`config.mk`:
```
export PLATFORM = sky130hd
export DESIGN_NAME = sequential_list_engine
export DESIGN_NICKNAME = d
export VERILOG_FILES = /design/src/hdl/sle_pkg.sv /design/src/hdl/sequential_list_engine.sv /design/src/hdl/sle_ram.sv /design/src/hdl/sle_datapath.sv /design/src/hdl/sle_controller.sv
export SDC_FILE = /design/constraint.sdc
export NUM_CORES = 1
export LEC_CHECK = 0
export BUFFER_PORTS_ARGS = -buffer_cell sky130_fd_sc_hd__buf_2
export CELL_PAD_IN_SITES_DETAIL_PLACEMENT = 0
export CELL_PAD_IN_SITES_GLOBAL_PLACEMENT = 1
export CORE_MARGIN = 5
export CORE_UTILIZATION = 51
export DETAILED_ROUTE_END_ITERATION = 8
export GPL_TIMING_DRIVEN = 0
export PLACE_DENSITY_LB_ADDON = 0.1
export SETUP_SLACK_MARGIN = 0.3
export SYNTH_ARGS = -nofsm -noshare
export SYNTH_HDL_FRONTEND = slang
export SYNTH_SLANG_ARGS = --single-unit
```
`constraint.sdc`:
```
create_clock -name aclk -period 15.3 [get_ports aclk]
set_input_delay 1.53 -clock aclk [delete_from_list [all_inputs] [get_ports aclk]]
set_output_delay 1.53 -clock aclk [all_outputs]
set_load 0.02 [all_outputs]
```
`src/hdl/sle_pkg.sv`:
```
// Shared constants, command codes and controller/datapath interface types for the list engine.
`timescale 1ns / 1ps
`default_nettype none

package sle_pkg;

    localparam int CAPACITY_DEFAULT = 32;
    localparam int DATA_W           = 32;
    localparam int POS_W            = 6;
    localparam int CMD_W            = 3;

    localparam logic [CMD_W-1:0] CMD_INSERT     = 3'd0;
    localparam logic [CMD_W-1:0] CMD_DELETE     = 3'd1;
    localparam logic [CMD_W-1:0] CMD_UPDATE     = 3'd2;
    localparam logic [CMD_W-1:0] CMD_LOCATE     = 3'd3;
    localparam logic [CMD_W-1:0] CMD_REMOVE_MIN = 3'd4;

    // Commands from the controller to the datapath.
    typedef struct packed {
        logic init_step;
        logic load;
        logic check;
        logic read_en;
        logic fix;
        logic commit;
    } sle_cmd_t;

    // Status from the datapath to the controller.
    typedef struct packed {
        logic init_last;
        logic scan_needed;
        logic fix_needed;
        logic scan_last;
    } sle_status_t;

endpackage

`default_nettype wire

```
`src/hdl/sequential_list_engine.sv`:
```
// Top level of the sequential list engine: controller, datapath and port checks.
//
// An ordered list of up to CAPACITY signed 32-bit words. Each beat on the s_ channel
// carries one command (insert, delete, update, locate, remove minimum) with a 1-based
// position and a value; each command yields exactly one beat on the m_ channel with
// ok, the locate position, the removed value and the list length after the command.
// The list lives in a single-port-write RAM with registered read, so commands that
// shift or search walk the entries one per cycle through that read port.
// One command is in flight at a time; s_ready returns when the result is registered.
// The result register holds while m_ready is low, and the next command is accepted
// meanwhile, but it cannot finish until the waiting result has been taken.
// After reset the RAM is filled with 1, 2, ... CAPACITY, with s_ready low,
// and the list starts full.
`timescale 1ns / 1ps
`default_nettype none

module sequential_list_engine #(
    parameter int CAPACITY = sle_pkg::CAPACITY_DEFAULT
) (
    input  wire logic                               aclk,
    input  wire logic                               aresetn,
    input  wire logic                               s_valid,
    output logic                                    s_ready,
    input  wire logic [sle_pkg::CMD_W-1:0]          s_command,
    input  wire logic [sle_pkg::POS_W-1:0]          s_position,
    input  wire logic signed [sle_pkg::DATA_W-1:0]  s_value,
    output logic                                    m_valid,
    input  wire logic                               m_ready,
    output logic                                    m_ok,
    output logic [sle_pkg::POS_W-1:0]               m_found_position,
    output logic signed [sle_pkg::DATA_W-1:0]       m_removed_value,
    output logic [sle_pkg::POS_W-1:0]               m_list_count
);

    sle_pkg::sle_cmd_t    cmd;
    sle_pkg::sle_status_t status;

    sle_controller u_ctrl (
        .aclk   (aclk),
        .aresetn(aresetn),
        .s_valid(s_valid),
        .s_ready(s_ready),
        .m_valid(m_valid),
        .m_ready(m_ready),
        .cmd    (cmd),
        .status (status)
    );

    sle_datapath #(
        .CAPACITY(CAPACITY)
    ) u_dp (
        .aclk            (aclk),
        .aresetn         (aresetn),
        .cmd             (cmd),
        .status          (status),
        .s_command       (s_command),
        .s_position      (s_position),
        .s_value         (s_value),
        .m_ok            (m_ok),
        .m_found_position(m_found_position),
        .m_removed_value (m_removed_value),
        .m_list_count    (m_list_count)
    );

    // Only one command is worked on at a time.
    assert property (@(posedge aclk) disable iff (!aresetn)
        s_valid && s_ready |=> !s_ready)
        else $error("second command accepted while one is in progress");

    // A reported locate position always comes with success.
    assert property (@(posedge aclk) disable iff (!aresetn)
        m_valid && (m_found_position != '0) |-> m_ok)
        else $error("locate position reported on a failed command");

    // A rejected command never reports a removed value.
    assert property (@(posedge aclk) disable iff (!aresetn)
        m_valid && !m_ok |-> (m_removed_value == '0))
        else $error("removed value reported on a failed command");

endmodule

`default_nettype wire

```
`src/hdl/sle_ram.sv`:
```
// Generic single-write, single-read RAM with registered read data.
`timescale 1ns / 1ps
`default_nettype none

module sle_ram #(
    parameter int WIDTH = 32,
    parameter int DEPTH = 32,
    localparam int ADDR_W = (DEPTH > 1) ? $clog2(DEPTH) : 1
) (
    input  wire logic              aclk,
    input  wire logic              wr_en,
    input  wire logic [ADDR_W-1:0] wr_addr,
    input  wire logic [WIDTH-1:0]  wr_data,
    input  wire logic [ADDR_W-1:0] rd_addr,
    output logic      [WIDTH-1:0]  rd_data
);

    logic [WIDTH-1:0] mem [DEPTH];

    always_ff @(posedge aclk) begin
        if (wr_en) begin
            mem[wr_addr] <= wr_data;
        end
        rd_data <= mem[rd_addr];
    end

endmodule

`default_nettype wire

```
`src/hdl/sle_datapath.sv`:
```
// List engine datapath: list length, walk pointer, scan bookkeeping, RAM and result registers.
`timescale 1ns / 1ps
`default_nettype none

module sle_datapath #(
    parameter int CAPACITY = sle_pkg::CAPACITY_DEFAULT
) (
    input  wire logic                          aclk,
    input  wire logic                          aresetn,
    input  wire sle_pkg::sle_cmd_t             cmd,
    output sle_pkg::sle_status_t               status,
    input  wire logic [sle_pkg::CMD_W-1:0]     s_command,
    input  wire logic [sle_pkg::POS_W-1:0]     s_position,
    input  wire logic signed [sle_pkg::DATA_W-1:0] s_value,
    output logic                               m_ok,
    output logic [sle_pkg::POS_W-1:0]          m_found_position,
    output logic signed [sle_pkg::DATA_W-1:0]  m_removed_value,
    output logic [sle_pkg::POS_W-1:0]          m_list_count
);

    localparam int AW = (CAPACITY > 1) ? $clog2(CAPACITY) : 1;
    localparam int LW = $clog2(CAPACITY + 1);
    localparam int CW = ((LW > sle_pkg::POS_W) ? LW : sle_pkg::POS_W) + 1;
    localparam int DW = sle_pkg::DATA_W;
    localparam int PW = sle_pkg::POS_W;

    logic [sle_pkg::CMD_W-1:0] op_reg, op_next;
    logic [PW-1:0]             pos_reg, pos_next;
    logic [DW-1:0]             val_reg, val_next;
    logic [LW-1:0]             len_reg, len_next;
    logic [AW-1:0]             ptr_reg, ptr_next;
    logic [AW-1:0]             end_reg, end_next;
    logic [AW-1:0]             q_reg, q_next;
    logic                      pv_reg, pv_next;
    logic                      first_reg, first_next;
    logic [DW-1:0]             best_reg, best_next;
    logic [AW-1:0]             at_reg, at_next;
    logic [DW-1:0]             last_reg, last_next;
    logic [DW-1:0]             removed_reg, removed_next;
    logic [LW-1:0]             found_reg, found_next;
    logic                      hit_reg, hit_next;
    logic                      ok_out_reg, ok_out_next;
    logic [PW-1:0]             found_out_reg, found_out_next;
    logic [DW-1:0]             removed_out_reg, removed_out_next;
    logic [PW-1:0]             count_out_reg, count_out_next;

    logic [CW-1:0] pos_ext, len_ext;
    logic          pos_nz, len_nz, ins_ok, at_ok;
    logic          op_ok, scan_needed, fix_needed;
    logic [AW-1:0] pos_addr, last_addr, start_addr, stop_addr;

    logic          wr_en;
    logic [AW-1:0] wr_addr;
    logic [DW-1:0] wr_data;
    logic [DW-1:0] rd_data;

    sle_ram #(
        .WIDTH(DW),
        .DEPTH(CAPACITY)
    ) u_ram (
        .aclk   (aclk),
        .wr_en  (wr_en),
        .wr_addr(wr_addr),
        .wr_data(wr_data),
        .rd_addr(ptr_reg),
        .rd_data(rd_data)
    );

    // Range checks on the loaded command against the current length; walk bounds and write needs.
    always_comb begin
        pos_ext   = CW'(pos_reg);
        len_ext   = CW'(len_reg);
        pos_nz    = (pos_reg != '0);
        len_nz    = (len_reg != '0);
        ins_ok    = pos_nz && (pos_ext <= len_ext + CW'(1)) && (len_ext < CW'(CAPACITY));
        at_ok     = pos_nz && (pos_ext <= len_ext);
        pos_addr  = AW'(pos_reg - PW'(1));
        last_addr = AW'(len_reg - LW'(1));

        op_ok       = 1'b0;
        scan_needed = 1'b0;
        fix_needed  = 1'b0;
        start_addr  = '0;
        stop_addr   = last_addr;
        case (op_reg)
            sle_pkg::CMD_INSERT: begin
                op_ok       = ins_ok;
                scan_needed = ins_ok && (pos_ext <= len_ext);
                fix_needed  = ins_ok;
                start_addr  = last_addr;
                stop_addr   = pos_addr;
            end
            sle_pkg::CMD_DELETE: begin
                op_ok       = at_ok;
                scan_needed = at_ok;
                start_addr  = pos_addr;
            end
            sle_pkg::CMD_UPDATE: begin
                op_ok      = at_ok;
                fix_needed = at_ok;
            end
            sle_pkg::CMD_LOCATE: begin
                op_ok       = 1'b1;
                scan_needed = len_nz;
            end
            sle_pkg::CMD_REMOVE_MIN: begin
                op_ok       = len_nz;
                scan_needed = len_nz;
                fix_needed  = len_nz;
            end
            default: begin
                op_ok = 1'b0;
            end
        endcase
    end

    assign status.init_last   = (ptr_reg == AW'(CAPACITY - 1));
    assign status.scan_needed = scan_needed;
    assign status.fix_needed  = fix_needed;
    assign status.scan_last   = (ptr_reg == end_reg);

    // RAM write port: initial fill, element moves during the walk, final write.
    always_comb begin
        wr_en   = 1'b0;
        wr_addr = ptr_reg;
        wr_data = DW'(ptr_reg) + DW'(1);
        if (cmd.init_step) begin
            wr_en = 1'b1;
        end else if (cmd.fix) begin
            wr_en = 1'b1;
            if (op_reg == sle_pkg::CMD_REMOVE_MIN) begin
                wr_addr = at_reg;
                wr_data = last_reg;
            end else begin
                wr_addr = pos_addr;
                wr_data = val_reg;
            end
        end else if (pv_reg) begin
            if (op_reg == sle_pkg::CMD_INSERT) begin
                wr_en   = 1'b1;
                wr_addr = q_reg + AW'(1);
                wr_data = rd_data;
            end else if (op_reg == sle_pkg::CMD_DELETE && !first_reg) begin
                wr_en   = 1'b1;
                wr_addr = q_reg - AW'(1);
                wr_data = rd_data;
            end
        end
    end

    always_comb begin
        op_next          = op_reg;
        pos_next         = pos_reg;
        val_next         = val_reg;
        len_next         = len_reg;
        ptr_next         = ptr_reg;
        end_next         = end_reg;
        q_next           = ptr_reg;
        pv_next          = cmd.read_en;
        first_next       = first_reg;
        best_next        = best_reg;
        at_next          = at_reg;
        last_next        = last_reg;
        removed_next     = removed_reg;
        found_next       = found_reg;
        hit_next         = hit_reg;
        ok_out_next      = ok_out_reg;
        found_out_next   = found_out_reg;
        removed_out_next = removed_out_reg;
        count_out_next   = count_out_reg;

        if (cmd.init_step) begin
            ptr_next = ptr_reg + AW'(1);
        end

        if (cmd.load) begin
            op_next  = s_command;
            pos_next = s_position;
            val_next = s_value;
        end

        if (cmd.check) begin
            ptr_next   = start_addr;
            end_next   = stop_addr;
            first_next = 1'b1;
            hit_next   = 1'b0;
        end

        if (cmd.read_en) begin
            if (op_reg == sle_pkg::CMD_INSERT) begin
                ptr_next = ptr_reg - AW'(1);
            end else begin
                ptr_next = ptr_reg + AW'(1);
            end
        end

        // Read data arrives in the cycle after its address; q_reg names the entry.
        if (pv_reg) begin
            first_next = 1'b0;
            if (op_reg == sle_pkg::CMD_DELETE && first_reg) begin
                removed_next = rd_data;
            end
            if (op_reg == sle_pkg::CMD_LOCATE && !hit_reg && rd_data == val_reg) begin
                hit_next   = 1'b1;
                found_next = LW'(q_reg) + LW'(1);
            end
            if (op_reg == sle_pkg::CMD_REMOVE_MIN) begin
                if (first_reg || ($signed(rd_data) < $signed(best_reg))) begin
                    best_next = rd_data;
                    at_next   = q_reg;
                end
                if (q_reg == end_reg) begin
                    last_next = rd_data;
                end
            end
        end

        if (cmd.commit) begin
            if (op_ok) begin
                case (op_reg)
                    sle_pkg::CMD_INSERT:     len_next = len_reg + LW'(1);
                    sle_pkg::CMD_DELETE:     len_next = len_reg - LW'(1);
                    sle_pkg::CMD_REMOVE_MIN: len_next = len_reg - LW'(1);
                    default:                 len_next = len_reg;
                endcase
            end
            ok_out_next      = (op_reg == sle_pkg::CMD_LOCATE) ? hit_reg : op_ok;
            found_out_next   = (op_reg == sle_pkg::CMD_LOCATE && hit_reg) ?
                               PW'(found_reg) : '0;
            removed_out_next = '0;
            if (op_ok && op_reg == sle_pkg::CMD_DELETE) begin
                removed_out_next = removed_reg;
            end else if (op_ok && op_reg == sle_pkg::CMD_REMOVE_MIN) begin
                removed_out_next = best_reg;
            end
            count_out_next   = PW'(len_next);
        end
    end

    always_ff @(posedge aclk) begin
        if (!aresetn) begin
            len_reg <= LW'(CAPACITY);
            ptr_reg <= '0;
            pv_reg  <= 1'b0;
        end else begin
            len_reg <= len_next;
            ptr_reg <= ptr_next;
            pv_reg  <= pv_next;
        end
        op_reg          <= op_next;
        pos_reg         <= pos_next;
        val_reg         <= val_next;
        end_reg         <= end_next;
        q_reg           <= q_next;
        first_reg       <= first_next;
        best_reg        <= best_next;
        at_reg          <= at_next;
        last_reg        <= last_next;
        removed_reg     <= removed_next;
        found_reg       <= found_next;
        hit_reg         <= hit_next;
        ok_out_reg      <= ok_out_next;
        found_out_reg   <= found_out_next;
        removed_out_reg <= removed_out_next;
        count_out_reg   <= count_out_next;
    end

    assign m_ok             = ok_out_reg;
    assign m_found_position = found_out_reg;
    assign m_removed_value  = removed_out_reg;
    assign m_list_count     = count_out_reg;

endmodule

`default_nettype wire

```
`src/hdl/sle_controller.sv`:
```
// List engine controller: sequences the initial fill, range check, walk, final write and result.
`timescale 1ns / 1ps
`default_nettype none

module sle_controller (
    input  wire logic                 aclk,
    input  wire logic                 aresetn,
    input  wire logic                 s_valid,
    output logic                      s_ready,
    output logic                      m_valid,
    input  wire logic                 m_ready,
    output sle_pkg::sle_cmd_t         cmd,
    input  wire sle_pkg::sle_status_t status
);

    typedef enum logic [2:0] {
        ST_INIT,
        ST_IDLE,
        ST_CHECK,
        ST_SCAN,
        ST_DRAIN,
        ST_FIX,
        ST_DONE
    } state_t;

    state_t state_reg, state_next;
    logic   m_valid_reg, m_valid_next;
    logic   commit;

    assign commit = (state_reg == ST_DONE) && (!m_valid_reg || m_ready);

    always_comb begin
        cmd.init_step = (state_reg == ST_INIT);
        cmd.load      = (state_reg == ST_IDLE) && s_valid;
        cmd.check     = (state_reg == ST_CHECK);
        cmd.read_en   = (state_reg == ST_SCAN);
        cmd.fix       = (state_reg == ST_FIX);
        cmd.commit    = commit;
    end

    always_comb begin
        state_next   = state_reg;
        m_valid_next = m_valid_reg;
        if (m_ready) begin
            m_valid_next = 1'b0;
        end
        case (state_reg)
            ST_INIT: begin
                if (status.init_last) begin
                    state_next = ST_IDLE;
                end
            end
            ST_IDLE: begin
                if (s_valid) begin
                    state_next = ST_CHECK;
                end
            end
            ST_CHECK: begin
                if (status.scan_needed) begin
                    state_next = ST_SCAN;
                end else if (status.fix_needed) begin
                    state_next = ST_FIX;
                end else begin
                    state_next = ST_DONE;
                end
            end
            ST_SCAN: begin
                if (status.scan_last) begin
                    state_next = ST_DRAIN;
                end
            end
            ST_DRAIN: begin
                state_next = status.fix_needed ? ST_FIX : ST_DONE;
            end
            ST_FIX: begin
                state_next = ST_DONE;
            end
            ST_DONE: begin
                if (commit) begin
                    state_next   = ST_IDLE;
                    m_valid_next = 1'b1;
                end
            end
            default: begin
                state_next = ST_IDLE;
            end
        endcase
    end

    always_ff @(posedge aclk) begin
        if (!aresetn) begin
            state_reg   <= ST_INIT;
            m_valid_reg <= 1'b0;
        end else begin
            state_reg   <= state_next;
            m_valid_reg <= m_valid_next;
        end
    end

    assign s_ready = (state_reg == ST_IDLE);
    assign m_valid = m_valid_reg;

endmodule

`default_nettype wire

```
==> impl_metrics.ini <==
[critical_path]
critPathRequiredTime_ns = 15.74
arrival_ns = 4.55
path_cells = inv_1 > ha_1 > or3b_1 > xor2_1 > a211oi_1 > a221oi_1 > nand2_1 > nor2_4 > buf_12
reg2reg_to = u_dp.u_ram.mem[7][24]
r2r-start = u_dp.pos_reg[0]
cp_num_cells = 9
crit_slowest_cell = nor2_4
cp_top_family = simple AND/OR/NAND/NOR gates
r2r_slack_ns = 11.18
crit_path_max_incr_delay_ns = 0.71
startpoint = u_dp.pos_reg[0]
worstSetupEndpointType = register
crit_path_start_kind = register
reg2reg_depth = 9
timing_worst_setup_path_type = reg2reg
path_max_fanout = 21
path_buf_inv = 2

[synthesis]
synth_top_area_cell = edfxtp_1
ys.flop_type = edfxtp_1
synth_edf_count = 1222
syn_avg_cell_area_um2 = 19.8
netlist.area_leader.share = 0.726
synth_area_um2 = 50600
yosys-top-cells-count = edfxtp_1 (1,222), mux4_2 (320), nand2_1 (196)
yosysMostFrequentCell = edfxtp_1
yosysWarnings = 0
async_reset_ff_frac = 0
synth-seq-cells = 1277
syn-instance-count = 2550
postSynthNetCount = 2646
ys_seq_area_frac = 0.748
post_synth_num_cell_types = 80
netlist_top_cells_area = edfxtp_1 (73%), mux4_2 (14%), dfxtp_1 (2.2%)

[timing]
setup_violations = 0
min_period_ns = 4.12
finClkSkew_ns = 0.0288
finalHoldViolCount = 0
fin_crit_sh = 0.269
worst_slack_ns = 11.18
worstMarginPinSlew_ns = 1.37
fin_tns_setup_ns = 0
whs_ns = 0.434
slew_headroom = 0.0841
finalMaxSlewViolations = 0
max_freq_ghz = 0.243
rsz0062_at_grt = no

[clocking]
ctsHoldBuffers = 0
path_clk_slew_ns = 0.06
htreeDepth = 4
cts-root-buf = clkbuf_16
cts_setup_buffers = 0
cts_resized = 0
cts_buffers = 135
cts_buffer_depth = 3
cts_tree = done
clk_latency_ns = 0.76
cts.sinks = 1277

[placement]
dp.cells = 4003
io_buffers = 90
gp_congestion = 0.844
placed_cell_area_um2 = 54500
hpwl_um = 88000
place_ws_ns = 11.26

[detailed_routing]
drtIter0Drc = 2569
vias = 25700
wire_per_inst_um = 29.8
wl_met1_um = 49900
wl_met2_um = 62800
remaining_drc_errors = 0
wl_met3_um = 9710
vias_per_cell = 6.04
dr.pass1.iters = 5
wirelength_um = 126000
top_layer = met4
ant_nets = 0

[min_path]
min_path_type = reg2reg
min_from = u_dp.q_reg[2]
min_path_cells = 0
worstHoldEndpoint = u_dp.at_reg[2]

[cells_and_area]
design_area_um2 = 58900
largest_reg_flops = 1024
fillers = 7166
multi_input_area_um2 = 12400
finalNonFillerCells = 4248
area_growth_pct = 16.4
regMostFlops = u_dp.u_ram.mem
fin_nets = 2949
regArea_um2 = 37800
drive_gt1_frac = 0.271
post-route-util = 0.598

[floorplanning]
die_area_um2 = 106000
io_pins = 92
rows = 115
start_util = 0.514
fp.coreArea_um2 = 98400
die_w_um = 325
die_h_um = 325

[global_routing]
grt_overflow = 0
grt_max_degree = 36
grtUsageTotal = 0.241
antenna_found_initial = 0
grt_pass1_wl_um = 184000
grt_pass1_vias = 26400

[power_and_ir_drop]
power.density_nw_per_um2 = 166
p_leak_nw = 17.6
fin_total_pwr_mw = 9.79
peakVddDrop_mv = 0.101

[flow_run]
cap_violations = 0

[outcome]
status = finished, final reports clean
## logic make-up (layout without fill, tap and decap cells)
kind of cell | after synthesis | in the layout | synth area share
and+or+nand+nor | 404 | 404 | 0.0364
muxes | 329 | 329 | 0.144
other | 0 | 1 | 0
DFF | 1277 | 1277 | 0.748
AOI/OAI and AO/OA | 240 | 240 | 0.0323
adders and majority gates | 51 | 51 | 0.0126
xor gates and xnor gates | 68 | 68 | 0.0118
buffers and inverters | 181 | 591 | 0.0149
## layout by cell type (no fill, tap or decap), types with 27 or more instances in the layout
cell type | netlist | routed
edfxtp_1 | 1222 | 1222
mux4_2 | 320 | 320
nand2_1 | 196 | 196
clkbuf_16 | 0 | 139
buf_2 | 37 | 127
clkbuf_1 | 73 | 106
a21oi_1 | 97 | 96
dfxtp_1 | 55 | 55
ha_1 | 51 | 51
inv_1 | 50 | 50
xnor2_1 | 41 | 41
nor2_1 | 95 | 38
a22o_1 | 35 | 35
nor2_4 | 0 | 32
clkinv_1 | 1 | 29
xor2_1 | 27 | 27
buf_16 | 0 | 27
## cell type report
type                    instances  area share
multi-input cells            1092       0.210
repair buffers                166      0.0338
inverters                      52     0.00332
plain buffers                 129     0.00952
clock inverters                65      0.0108
clock buffers                 179      0.0628
diodes                          1   0.0000425
flip-flops and latches       1277       0.642
well taps                    1287      0.0274
## report_power, final
| group | switching (mW) | total (mW) | internal [mW] |
|---|---|---|---|
| logic | 1.34 | 2.18 | 0.838 |
| registers | 0.183 | 4.42 | 4.24 |
| clock network | 1.34 | 3.19 | 1.85 |
| total | 2.86 | 9.79 | 6.93 |
## how the worst max path moves through the flow
stage | end | slack (ns)
finish | u_dp.u_ram.mem[7][24] | 11.18
global route | u_dp.u_ram.mem[6][23] | 11.04
CTS | u_dp.u_ram.mem[6][23] | 11.17
detailed placement | u_dp.u_ram.mem[27][14] | 11.26
global placement | u_dp.len_reg[3] | 7.66
floorplan | u_dp.len_reg[1] | 9.54
## per-layer routing
layer  track usage  up-vias
met5             0        -
met4        0.0797        0
met3        0.0531      227
met2         0.400     1035
met1         0.324    13400
li1              -    11000
No activity file was read; power rests on OpenSTA's default activity.
